<file path="src/rtl/core/prm_pkg.sv">
// Shared types and constants for the pulse rate meter.
`default_nettype none

package prm_pkg;

  // Field widths
  localparam int unsigned RateW    = 16;
  localparam int unsigned ConfirmW = 8;
  localparam int unsigned DivStepW = $clog2(RateW);

  // Configuration register indexes (byte address = 4 * index)
  localparam logic [1:0] REG_CONFIRM_TICKS  = 2'd0;
  localparam logic [1:0] REG_INTERVAL_LIMIT = 2'd1;
  localparam logic [1:0] REG_RATE_NUMERATOR = 2'd2;

  // Register reset values
  localparam logic [ConfirmW-1:0] CONFIRM_TICKS_RST  = 8'd10;
  localparam logic [RateW-1:0]    INTERVAL_LIMIT_RST = 16'd300;
  localparam logic [RateW-1:0]    RATE_NUMERATOR_RST = 16'd6000;

  // Input mode codes
  localparam logic MODE_TICK = 1'b0;
  localparam logic MODE_EDGE = 1'b1;

  // Sequencer states
  typedef enum logic [1:0] {
    S_IDLE,
    S_DIV,
    S_PUSH
  } state_t;

endpackage

`default_nettype wire

</file>
<file path="src/rtl/core/prm_in_if.sv">
// Input channel: one word per edge or tick event.
`default_nettype none

interface prm_in_if;
  logic valid;
  logic ready;
  logic mode;
  logic pin_level;

  modport source (output valid, output mode, output pin_level, input ready);
  modport sink   (input valid, input mode, input pin_level, output ready);
endinterface

`default_nettype wire

</file>
<file path="src/rtl/core/prm_out_if.sv">
// Result channel: one word per accepted input word.
`default_nettype none

interface prm_out_if;
  logic        valid;
  logic        ready;
  logic [15:0] rate;
  logic        rate_updated;
  logic        armed;

  modport source (output valid, output rate, output rate_updated, output armed, input ready);
  modport sink   (input valid, input rate, input rate_updated, input armed, output ready);
endinterface

`default_nettype wire

</file>
<file path="src/rtl/core/pulse_rate_meter_with_confirm_core.sv">
// Pulse rate meter: edge confirm logic, interval counter and shared serial divider.
`default_nettype none

// Every input word gives exactly one result word. An edge word arms the
// trigger; tick words confirm it over confirm_ticks high samples, and the
// confirming tick latches rate = rate_numerator / interval (a zero interval
// divides by one), restarts the interval counter from that tick and disarms.
// The interval counter saturates at interval_limit. A rate word passes an
// accept, 16 restoring subtract-and-shift steps of the shared divider and a
// transfer to the output register; other words go from accept to transfer.
// The output register lets the next word be accepted while the previous
// result still waits for the sink. The user must write registers over the APB
// port at byte addresses 0, 4 and 8 only while idle; the block does not enforce it.
module pulse_rate_meter_with_confirm_core
  import prm_pkg::*;
(
  input  wire logic        clk,
  input  wire logic        rst,
  prm_in_if.sink           in_ch,
  prm_out_if.source        out_ch,
  input  wire logic        psel,
  input  wire logic        penable,
  input  wire logic        pwrite,
  input  wire logic [3:0]  paddr,
  input  wire logic [31:0] pwdata,
  output logic      [31:0] prdata,
  output logic             pready
);

  // Configuration registers
  logic [ConfirmW-1:0] confirm_ticks;
  logic [RateW-1:0]    interval_limit;
  logic [RateW-1:0]    rate_numerator;

  // Measurement state
  logic                trigger_armed;
  logic [ConfirmW-1:0] confirm_count;
  logic [RateW-1:0]    interval_count;
  logic [RateW-1:0]    rate_value;
  logic                res_updated;

  // Divider registers
  logic [RateW-1:0]    div_rem;
  logic [RateW-1:0]    div_quo;
  logic [RateW-1:0]    div_den;
  logic [DivStepW-1:0] div_step;

  state_t state, state_next;

  logic in_fire, out_load, cfg_write;

  // APB access
  assign pready    = 1'b1;
  assign cfg_write = psel & penable & pwrite;

  always_comb begin
    case (paddr[3:2])
      REG_CONFIRM_TICKS:  prdata = {24'd0, confirm_ticks};
      REG_INTERVAL_LIMIT: prdata = {16'd0, interval_limit};
      REG_RATE_NUMERATOR: prdata = {16'd0, rate_numerator};
      default:            prdata = 32'd0;
    endcase
  end

  always_ff @(posedge clk) begin
    if (rst) begin
      confirm_ticks  <= CONFIRM_TICKS_RST;
      interval_limit <= INTERVAL_LIMIT_RST;
      rate_numerator <= RATE_NUMERATOR_RST;
    end else if (cfg_write) begin
      case (paddr[3:2])
        REG_CONFIRM_TICKS:  confirm_ticks  <= pwdata[ConfirmW-1:0];
        REG_INTERVAL_LIMIT: interval_limit <= pwdata[RateW-1:0];
        REG_RATE_NUMERATOR: rate_numerator <= pwdata[RateW-1:0];
        default: ;
      endcase
    end
  end

  // Decide the word's effect on the confirm and interval state
  logic             is_tick, cnt_below, cnt_equal, measure;
  logic [RateW-1:0] ivl_base;
  logic [RateW:0]   ivl_inc;
  logic [RateW-1:0] ivl_sat;

  always_comb begin
    is_tick   = (in_ch.mode == MODE_TICK);
    cnt_below = (confirm_count < confirm_ticks);
    cnt_equal = (confirm_count == confirm_ticks);
    measure   = is_tick & trigger_armed & cnt_equal & in_ch.pin_level;
    ivl_base  = measure ? '0 : interval_count;
    ivl_inc   = {1'b0, ivl_base} + {{RateW{1'b0}}, 1'b1};
    ivl_sat   = (ivl_inc > {1'b0, interval_limit}) ? interval_limit : ivl_inc[RateW-1:0];
  end

  // Shared subtract unit: one restoring division step
  logic [RateW:0] div_shift, div_diff;

  always_comb begin
    div_shift = {div_rem, div_quo[RateW-1]};
    div_diff  = div_shift - {1'b0, div_den};
  end

  // Sequencer
  always_ff @(posedge clk) begin
    if (rst) begin
      state <= S_IDLE;
    end else begin
      state <= state_next;
    end
  end

  always_comb begin
    state_next  = state;
    in_ch.ready = 1'b0;
    out_load    = 1'b0;
    case (state)
      S_IDLE: begin
        in_ch.ready = 1'b1;
        if (in_ch.valid) begin
          state_next = measure ? S_DIV : S_PUSH;
        end
      end
      S_DIV: begin
        if (div_step == '0) begin
          state_next = S_PUSH;
        end
      end
      S_PUSH: begin
        if (!out_ch.valid || out_ch.ready) begin
          out_load   = 1'b1;
          state_next = S_IDLE;
        end
      end
      default: state_next = S_IDLE;
    endcase
  end

  assign in_fire = in_ch.valid & in_ch.ready;

  // Update measurement state on an accepted word
  always_ff @(posedge clk) begin
    if (rst) begin
      trigger_armed  <= 1'b0;
      confirm_count  <= '0;
      interval_count <= '0;
      rate_value     <= '0;
      res_updated    <= 1'b0;
    end else begin
      if (in_fire) begin
        res_updated <= measure;
        if (!is_tick) begin
          trigger_armed <= 1'b1;
          confirm_count <= '0;
        end else begin
          interval_count <= ivl_sat;
          if (trigger_armed) begin
            if (cnt_below) begin
              if (in_ch.pin_level) begin
                confirm_count <= confirm_count + ConfirmW'(1);
              end else begin
                trigger_armed <= 1'b0;
              end
            end else if (measure) begin
              trigger_armed <= 1'b0;
            end
          end
        end
      end
      // Latch the quotient after the last step
      if (state == S_DIV && div_step == '0) begin
        rate_value <= div_diff[RateW] ? {div_quo[RateW-2:0], 1'b0}
                                      : {div_quo[RateW-2:0], 1'b1};
      end
    end
  end

  // Load and advance the divider
  always_ff @(posedge clk) begin
    if (rst) begin
      div_step <= '0;
    end else if (in_fire && measure) begin
      div_step <= DivStepW'(RateW - 1);
    end else if (state == S_DIV) begin
      div_step <= div_step - DivStepW'(1);
    end
  end

  always_ff @(posedge clk) begin
    if (in_fire && measure) begin
      div_rem <= '0;
      div_quo <= rate_numerator;
      div_den <= (interval_count == '0) ? {{(RateW-1){1'b0}}, 1'b1} : interval_count;
    end else if (state == S_DIV) begin
      if (div_diff[RateW]) begin
        div_rem <= div_shift[RateW-1:0];
        div_quo <= {div_quo[RateW-2:0], 1'b0};
      end else begin
        div_rem <= div_diff[RateW-1:0];
        div_quo <= {div_quo[RateW-2:0], 1'b1};
      end
    end
  end

  // Output register: hold the word until the sink takes it
  always_ff @(posedge clk) begin
    if (rst) begin
      out_ch.valid <= 1'b0;
    end else if (out_load) begin
      out_ch.valid <= 1'b1;
    end else if (out_ch.ready) begin
      out_ch.valid <= 1'b0;
    end
  end

  always_ff @(posedge clk) begin
    if (out_load) begin
      out_ch.rate         <= rate_value;
      out_ch.rate_updated <= res_updated;
      out_ch.armed        <= trigger_armed;
    end
  end

endmodule

`default_nettype wire

</file>
<file path="src/flat_wrapper.sv">
// flat-port wrapper written by rule: the top's interface ports become plain ports
module pulse_rate_meter_with_confirm_core_flat import prm_pkg::*;
  (clk, rst, psel, penable, pwrite, paddr, pwdata, prdata, pready, in_ch_valid, in_ch_mode, in_ch_pin_level, in_ch_ready, out_ch_valid, out_ch_rate, out_ch_rate_updated, out_ch_armed, out_ch_ready);
  prm_in_if in_ch_i ();
  prm_out_if out_ch_i ();
  input  wire logic clk;
  input  wire logic rst;
  input  wire logic psel;
  input  wire logic penable;
  input  wire logic pwrite;
  input  wire logic [3:0] paddr;
  input  wire logic [31:0] pwdata;
  output logic      [31:0] prdata;
  output logic pready;
  input wire logic [$bits(in_ch_i.valid)-1:0] in_ch_valid;
  input wire logic [$bits(in_ch_i.mode)-1:0] in_ch_mode;
  input wire logic [$bits(in_ch_i.pin_level)-1:0] in_ch_pin_level;
  output wire logic [$bits(in_ch_i.ready)-1:0] in_ch_ready;
  output wire logic [$bits(out_ch_i.valid)-1:0] out_ch_valid;
  output wire logic [$bits(out_ch_i.rate)-1:0] out_ch_rate;
  output wire logic [$bits(out_ch_i.rate_updated)-1:0] out_ch_rate_updated;
  output wire logic [$bits(out_ch_i.armed)-1:0] out_ch_armed;
  input wire logic [$bits(out_ch_i.ready)-1:0] out_ch_ready;
  assign in_ch_i.valid = in_ch_valid;
  assign in_ch_i.mode = in_ch_mode;
  assign in_ch_i.pin_level = in_ch_pin_level;
  assign in_ch_ready = in_ch_i.ready;
  assign out_ch_valid = out_ch_i.valid;
  assign out_ch_rate = out_ch_i.rate;
  assign out_ch_rate_updated = out_ch_i.rate_updated;
  assign out_ch_armed = out_ch_i.armed;
  assign out_ch_i.ready = out_ch_ready;
  pulse_rate_meter_with_confirm_core u_core (.clk(clk), .rst(rst), .in_ch(in_ch_i), .out_ch(out_ch_i), .psel(psel), .penable(penable), .pwrite(pwrite), .paddr(paddr), .pwdata(pwdata), .prdata(prdata), .pready(pready));
endmodule
</file>
<file path="config.mk">
export PLATFORM = sky130hd
export DESIGN_NAME = pulse_rate_meter_with_confirm_core_flat
export DESIGN_NICKNAME = d
export VERILOG_FILES = /design/src/rtl/core/prm_pkg.sv /design/src/rtl/core/prm_in_if.sv /design/src/rtl/core/prm_out_if.sv /design/src/rtl/core/pulse_rate_meter_with_confirm_core.sv /design/src/flat_wrapper.sv
export SDC_FILE = /design/constraint.sdc
export NUM_CORES = 1
export LEC_CHECK = 0
export ABC_AREA = 1
export BUFFER_PORTS_ARGS = -buffer_cell sky130_fd_sc_hd__buf_2
export CORE_MARGIN = 2
export CORE_UTILIZATION = 35
export DETAILED_ROUTE_END_ITERATION = 16
export GPL_TIMING_DRIVEN = 0
export REMOVE_ABC_BUFFERS = 1
export SKIP_CTS_REPAIR_TIMING = 1
export SLEW_MARGIN = 20
export SYNTH_ARGS = -nofsm -noshare
export SYNTH_HDL_FRONTEND = slang
export SYNTH_SLANG_ARGS = --single-unit
</file>
<file path="constraint.sdc">
create_clock -name clk -period 5.9 [get_ports clk]
set_input_delay 0 -clock clk [delete_from_list [all_inputs] [get_ports clk]]
set_output_delay 0 -clock clk [all_outputs]
set_load 0.005 [all_outputs]
</file>
# == Word level (Yosys, flattened, before mapping) ==
# Cells that the tools add are included.
# totals
regBits,155
input_bits,45
wordCells,85
# classes
addsub,4
n_lt_le_gt_ge,2
eq_ne,8
muxes,28
n_bitwise,7
reduce_logical,19
# op_table
op,count
16-bit 2-to-1 mux,5
16-bit one-hot mux with 3 select lines,1
8-bit 2-to-1 mux,4
"16-bit by 1-bit adder with 17-bit output, second input constant",1
17-bit by 16-bit greater-than comparator with 1-bit output,1
17-bit by 16-bit subtractor with 17-bit output,1
16-bit logical NOT,1
1-bit 2-to-1 mux,11
2-bit nonzero test,5
"8-bit by 1-bit adder with 8-bit output, second input constant",1
8-bit == test,1
8-bit less-than comparator,1
2-bit 2-to-1 mux,4
4-bit 2-to-1 mux,2
2-bit AND reduction,4
1-bit AND,6
2-bit one-hot mux with 3 select lines,1
"2-bit by 1-bit == test with 1-bit output, second input constant",2
"2-bit == test, second input constant",2
2-bit logical NOT,2
4-bit logical NOT,1
"2-bit by 1-bit inequality test with 1-bit output, second input constant",2
4-bit AND reduction,1
"4-bit by 1-bit subtractor with 4-bit output, second input constant",1
6 further kinds,7

# == Logic depth before layout (Yosys ltp) ==
# Gate-level depths: netlist of run 1.
# logic_depth
depth_word,8
ltp_mapped,33
ltp_nobuf,30

# == Least setup slack after synthesis of run 1 ==
# No wires, ideal clock.
# synth_timing
kind,reg2reg
from,register u_core.confirm_count[0]
to,register u_core.interval_count[10]
setup_time_ns,0.142
arrival_time_ns,3.643
t_required_ns,5.758
setup_slack_ns,2.115
stages_incl_launch_ff,28
n_path_buf,3
period_less_slack_ns,3.785
cell_sequence,dfxtp_1 -> inv_1 -> ha_1 -> nand2_1 -> nor2_2 -> nand3_4 -> buf_6 -> buf_6 -> nand2_1 -> inv_1 -> ha_1 -> nand3_1 -> nor2_1 -> nand3_1 -> nor2_1 -> xor2_1 -> ha_1 -> nand2_1 -> inv_1 -> a221oi_1 -> nand2_1 -> nand2_1 -> nand2_1 -> nand2_2 -> clkbuf_1 -> nand3_1 -> nand3_2 -> a21oi_2
# synth_between
elab_chain_len,7
# synth_rtl
element,line_no,text
"start, declared",pulse_rate_meter_with_confirm_core.sv:37,logic [ConfirmW-1:0] confirm_count;
"start signal, assigned",pulse_rate_meter_with_confirm_core.sv:160,confirm_count <= confirm_count + ConfirmW'(1);
8-bit == test *,pulse_rate_meter_with_confirm_core.sv:89,cnt_equal = (confirm_count == confirm_ticks);
1-bit AND * (2 in series),pulse_rate_meter_with_confirm_core.sv:90,measure = is_tick & trigger_armed & cnt_equal & in_ch.pin_level;
16-bit 2-to-1 mux *,pulse_rate_meter_with_confirm_core.sv:91,ivl_base = measure ? '0 : interval_count;
16-bit by 1-bit adder with 17-bit output *,pulse_rate_meter_with_confirm_core.sv:92,"ivl_inc = {1'b0, ivl_base} + {{RateW{1'b0}}, 1'b1};"
17-bit by 16-bit greater-than comparator with 1-bit output,pulse_rate_meter_with_confirm_core.sv:93,"ivl_sat = (ivl_inc > {1'b0, interval_limit}) ? interval_limit : ivl_inc[RateW-1:0];"
16-bit 2-to-1 mux *,pulse_rate_meter_with_confirm_core.sv:93,
"end signal, assigned",pulse_rate_meter_with_confirm_core.sv:156,interval_count <= ivl_sat;
"end, declared",pulse_rate_meter_with_confirm_core.sv:38,logic [RateW-1:0] interval_count;
# Every way passes the cells marked *; elsewhere a longest branch is shown, timed or not.
# A chain may end at the register's enable or synchronous reset.

# == Final worst setup path of run 1 ==
# layout_timing
from,register u_core.confirm_count[0]
to,register u_core.interval_count[0]
# The elaborated chain is that of the path after synthesis.

==> results of run 1 <==
[final cells by class]
class / count / area [um^2]
clock inverter: 14 / 169
sequential: 155 / 3600
timing repair buffer: 83 / 533
inverter: 134 / 503
fill: 2357 / 13800
multi-input combinational: 678 / 3840
tap: 319 / 399
clock buffer: 18 / 439
[flip-flops by register name, indices dropped and copies added, names as in the netlist]
| register | flops |
|---|---|
| u_core.confirm_count | 8 |
| u_core.interval_limit | 16 |
| u_core.out_ch.rate_updated | 1 |
| u_core.out_ch.rate | 16 |
| u_core.trigger_armed | 1 |
| u_core.out_ch.armed | 1 |
| u_core.div_quo | 16 |
| u_core.confirm_ticks | 8 |
| u_core.res_updated | 1 |
| u_core.state | 2 |
| u_core.div_den | 16 |
| u_core.out_ch.valid | 1 |
| u_core.rate_numerator | 16 |
| u_core.rate_value | 16 |
| u_core.div_rem | 16 |
| u_core.interval_count | 16 |
| u_core.div_step | 4 |
[critical path, stage by stage, from the launching register on]
cell,delay (ps)
dfxtp_1,390
inv_1,80
ha_1,300
nand2_1,80
nor2_2,50
nand3_4,250
nand2_1,110
inv_1,140
ha_1,200
nand3_1,80
nor2_1,280
nand3_1,190
nor2_1,200
xor2_1,240
ha_1,280
nand2_1,110
inv_1,50
a221oi_1,290
nand2_1,110
nand2_1,60
nand2_1,50
nand2_2,280
nand2_4,230
nand2_1,110
nand3_1,90
a21oi_1,170
[stage by stage]
step	worst slack, ps	cells	utilization
after floorplan	2300	967	-
after global placement	1310	1348	0.372
after detailed placement	1470	1351	0.374
after CTS	1360	1383	0.400
after global routing	902	1401	0.408
final	1370	1401	0.408
[cells by family after synthesis]
logic type | after synthesis | synth area share
and+or+nand+nor | 374 | 0.209
AOI/OAI and AO/OA | 217 | 0.153
other | 2 | 0.000914
DFF | 155 | 0.438
buffers and inverters | 199 | 0.103
adders and majority gates | 44 | 0.0679
xor gates and xnor gates | 26 | 0.0277
[worst max path at each step]
stage / startpoint / endpoint / slack (ps) / cells past startpoint
CTS: u_core.confirm_count[0] / u_core.interval_count[4] / 1360 / 25
floorplan: u_core.confirm_count[3] / u_core.interval_count[0] / 2300 / 24
detailed placement: u_core.confirm_count[3] / u_core.interval_count[4] / 1470 / 24
finish: u_core.confirm_count[0] / u_core.interval_count[0] / 1370 / 25
global placement: u_core.confirm_count[0] / u_core.div_quo[9] / 1310 / 8
global route: u_core.confirm_count[0] / u_core.interval_count[0] / 900 / 25
[placed cells by master, fill, tap and decap left out, types with 2 or more instances in the layout]
master and count:
a31oi_1 2, nor3_1 5, o21ai_0 77, inv_2 7
a221oi_1 2, inv_8 5, o22ai_1 8, nor4_1 5
a21oi_2 10, nor3_2 2, a21oi_1 78, nand2_2 13
buf_2 62, inv_1 126, edfxtp_1 50, nor2_2 13
xor2_1 17, clkinv_8 4, o21bai_1 2, nand4_1 7
clkbuf_16 17, conb_1 17, o21a_1 2, o211ai_1 23
nand3b_1 4, nand2_1 196, nor2_1 69, dlygate4sd3_1 18
clkinvlp_4 3, buf_6 2, nand3_2 11, xnor2_1 9
dfxtp_1 105, o31ai_1 2, o221ai_1 8, nand3_1 40
nor3b_1 2, nor2_4 2, ha_1 43
[routing by layer]
metal	share of wire	up-vias	track usage
met5	0	-	0
met4	0.010	0	0.0437
met3	0.045	12	0.0341
met2	0.46	147	0.258
met1	0.49	3104	0.233
li1	-	3458	-
[power groups by stage]
stage          combinational (mW)  clock (mW)  sequential, mW
2_1_floorplan               0.271           0            1.18
3_3_place_gp                0.364           0            1.19
3_5_place_dp                0.369           0            1.19
4_1_cts                     0.373        1.12            1.16
5_1_grt                     0.434        1.17            1.17
6_report                    0.381        1.10            1.16
==> metrics.txt, run 1 <==
final setup TNS=0 ps; number of setup violations in the final report=0; Sequential Power Share=0.440; internal power=1.85 mW; DRT Wirelength=19800 um; critical path launch point type=flip-flop; HPWL Detailed=between 10000 and 15000 um; Crit. End Element=flip-flop; via/cell ratio=4.80; combinational group share of total power=0.144; R2R Path Start=u_core.confirm_count[0]; critical-path maximum fanout=23; Synth Register Bits=155; first-pass GRT wire length=31800 um; TritonRoute pass-1 iters=5; proportion of layout cells with a drive suffix above 1=0.149; Clock transition at path regs=70 ps; Max IR drop VDD=0.193 mV; Clock Sinks=155; RSZ-0062 raised after global routing=false; vias in the first global route=6010; cell count after synthesis=1017; Syn. warnings=0; grt ovf=0; CP required=6250 ps; Synth area leaders=dfxtp_1 (26%), edfxtp_1 (18%), nand2_1 (9.0%); Tot Pwr=2.64 mW; largest area contributor in the netlist=dfxtp_1; GP Congestion=approximately 0.87; P_sw=approximately 0.79 mW; hold slack=between 90 and 100 ps; dominant synthesized flop cell=dfxtp_1; antenna violations before repair=0; post-route cell area=9480 um^2; Hold EP=u_core.div_step[2]; Die W=157 um; top cell type's share of synthesized area=0.256; Global Route Usage Sum=0.165; DIE AREA=about 25000 um^2; DR iter-0 viols=between 400 and 500; # rows=56; PortBufs=62; sequential-to-total area share from yosys stat=0.438; clock power share=0.416; hold wc startpoint=rst; core area=about 23000 um^2; Post-Syn Area=8220 um^2; antenna-violating nets left=0; Fmax achieved=0.221 GHz; H-tree depth=4; worst-skew pair later-pin latency=~440 ps; Max clock buf depth=2; Ant. Diodes=0; Worst R2R End=u_core.interval_count[0]; Hold Fails Final Rpt=0; Netlist cell types=between 40 and 50; Synth Area per Inst=between 8 and 9 um^2; Tcrit/Tclk final=0.767; Residual DRC=0; ys async rst share=0; number of synthesized flops with an enable pin=50; top cells by instance count after synthesis=nand2_1 (196), inv_1 (127), dfxtp_1 (105); slew margin rel.=0.337; Power Density=279 nW/um^2; Worst Path Arrival=4880 ps; area delta synth->final=15.4%; NumNets Final=roughly 1200; Die Y-Extent=between 150 and 200 um; Worst Reg-to-Reg Cells=25; most common cell in the synthesized netlist=nand2_1; Root Driver=clkbuf_16; Hold Path Cell Cnt=2; initial core utilization=0.353; status=finished, final reports clean; Pleak=4.27 nW; final max-slew violation count=0; CTS tree=built; # IOs=98; TritonCTS Buffers=17; kind of critical path=flip-flop to flip-flop; worst min-delay path class=primary input to flip-flop; Switching Share=0.299; maxcap violations=0; largest net degree at the start of global routing=44; vias after detailed routing=6721; worst reg-to-reg setup slack=approximately 1400 ps; Tmin final=4530 ps; routed len/inst=14.1 um; Placed Area=8690 um^2; slew at the pin closest to its max-slew limit=991 ps; Worst Clk Skew=15.8 ps
Power figures use the tool's default switching activity.
==> inputs of run 2 (changes only) <==
- clock period: 5.9 -> 4.02 ns (I/O delays scaled with it)
==> run 2 against run 1 <==
Fmax up 18%. Cell count up 0.79%. Clock power up 47%. Combinational power up 65%. Design area up 2.6%. First-iteration DRC count down 14%. Sequential share of layout area down 0.93 points. Utilization up 1.1 points. Worst setup slack worse by 1200 ps. Worst hold slack better by 4.3 ps. Routed wire length up 3.3%. Global-route usage unchanged. Critical path type unchanged. Highest routed layer unchanged.
==> metrics.txt, run 2 (synthesis results as in run 1) <==
status=finished, final reports clean; Clock Sinks=155; critical path launch point type=flip-flop; TritonCTS Buffers=17; slew margin rel.=0.330; final setup TNS=0 ps; Worst Path Arrival=4210 ps; vias after detailed routing=6844; first-pass GRT wire length=31800 um; vias in the first global route=6010; core area=around 23000 um^2; largest net degree at the start of global routing=between 40 and 50; worst-skew pair later-pin latency=approximately 440 ps; antenna-violating nets left=0; Die W=157 um; cell family with most CP delay=simple AND/OR/NAND/NOR gates; slew at the pin closest to its max-slew limit=1000 ps; DRT Wirelength=20500 um; Residual DRC=0; most common cell after layout, fill and taps aside=nand2_1; area delta synth->final=18.4%; Max clock buf depth=2; number of setup violations in the final report=0; Die Y-Extent=157 um; antenna violations before repair=0; Ant. Diodes=0; Worst Clk Skew=roughly 14 ps; initial core utilization=0.353; critical path's slowest cell=dfxtp_1; Root Driver=clkbuf_16; Buf/Inv on CP=4; proportion of layout cells with a drive suffix above 1=0.178; CTS tree=built; number of fill cells in the layout=2343; worst min-delay path class=primary input to flip-flop; HPWL Detailed=approximately 14000 um; Power Density=406 nW/um^2; DR iter-0 viols=slightly above 400; kind of critical path=flip-flop to flip-flop; PortBufs=62; Hold Fails Final Rpt=0; Tot Pwr=just under 4 mW; via/cell ratio=4.85; DIE AREA=about 25000 um^2; Pleak=~4.3 nW; routed len/inst=14.5 um; GP Congestion=approximately 0.87; grt ovf=0; Fmax achieved=about 0.26 GHz; critical-path maximum fanout=9; CP required=4380 ps; Tcrit/Tclk final=0.958; NumNets Final=approximately 1200; maxcap violations=0; # IOs=98; Global Route Usage Sum=0.165; most frequent CP cell=nand2_1; final max-slew violation count=0; worst reg-to-reg setup slack=170 ps; H-tree depth=4; Tmin final=3850 ps; TritonRoute pass-1 iters=6; most frequent cells in the layout=nand2_1 (192), inv_1 (125), dfxtp_1 (102); Crit. End Element=flip-flop; Max IR drop VDD=0.289 mV; Max stage delay on crit path=about 300 ps; Clock transition at path regs=70 ps; # rows=56
## run 2: changes by cell type in the layout (fill, tap and decap cells not counted), moves of 3 or more
cell / previous run / this run
dfxtp_1: 105 / 102
xor2_1: 17 / 14
nand3_2: 11 / 14
nor2_4: 2 / 5
nor2_1: 69 / 66
nand3_1: 40 / 37
nand2_1: 196 / 192
buf_4: 0 / 9
dfxtp_2: 0 / 3
## run 2: worst paths after layout
path,from,to,cells after the start
worst max-delay path,u_core.confirm_ticks[1],u_core.interval_count[12],26
worst min-delay path,rst,u_core.div_step[2],2
worst max register to register,u_core.confirm_ticks[1],u_core.interval_count[12],26
worst min register to register,u_core.rate_value[10],u_core.out_ch.rate[10],0
## run 2: metal layers
layer | wire length, um | vias up | global-route usage
li1 | - | 3473 | -
met1 | 9890 | 3168 | 0.233
met2 | 9310 | 184 | 0.258
met3 | 958 | 19 | 0.0341
met4 | 318 | 0 | 0.0437
met5 | 0 | - | 0
## run 2: per-stage QoR
| stage | util | worst slack (ps) | cells | instance area [um^2] | hold slack, ps |
|---|---|---|---|---|---|
| 4_1_cts | 0.400 | -516 | 1383 | 9300 | -211 |
| 5_1_grt | 0.418 | -24.0 | 1412 | 9730 | 109 |
| 6_report | 0.418 | 170 | 1412 | 9730 | 101 |
| 2_1_floorplan | - | 421 | 967 | 7930 | 62.4 |
| 3_5_place_dp | 0.374 | -413 | 1351 | 8690 | 240 |
| 3_3_place_gp | 0.372 | -572 | 1348 | 8640 | 240 |
## run 2: where the power goes
part	internal (mW)	switching, mW
clock network	0.857	0.760
logic	0.241	0.385
registers	1.66	0.0449
## run 2: cell type report
cell class                      count  area (um^2)  share of cell area
Tap cell                          319          399              0.0410
Sequential cell                   155         3610               0.371
Clock inverter                     14          169              0.0174
Timing Repair Buffer               93          616              0.0633
Inverter                          134          503              0.0517
Clock buffer                       18          439              0.0451
Multi-Input combinational cell    679         4000               0.411
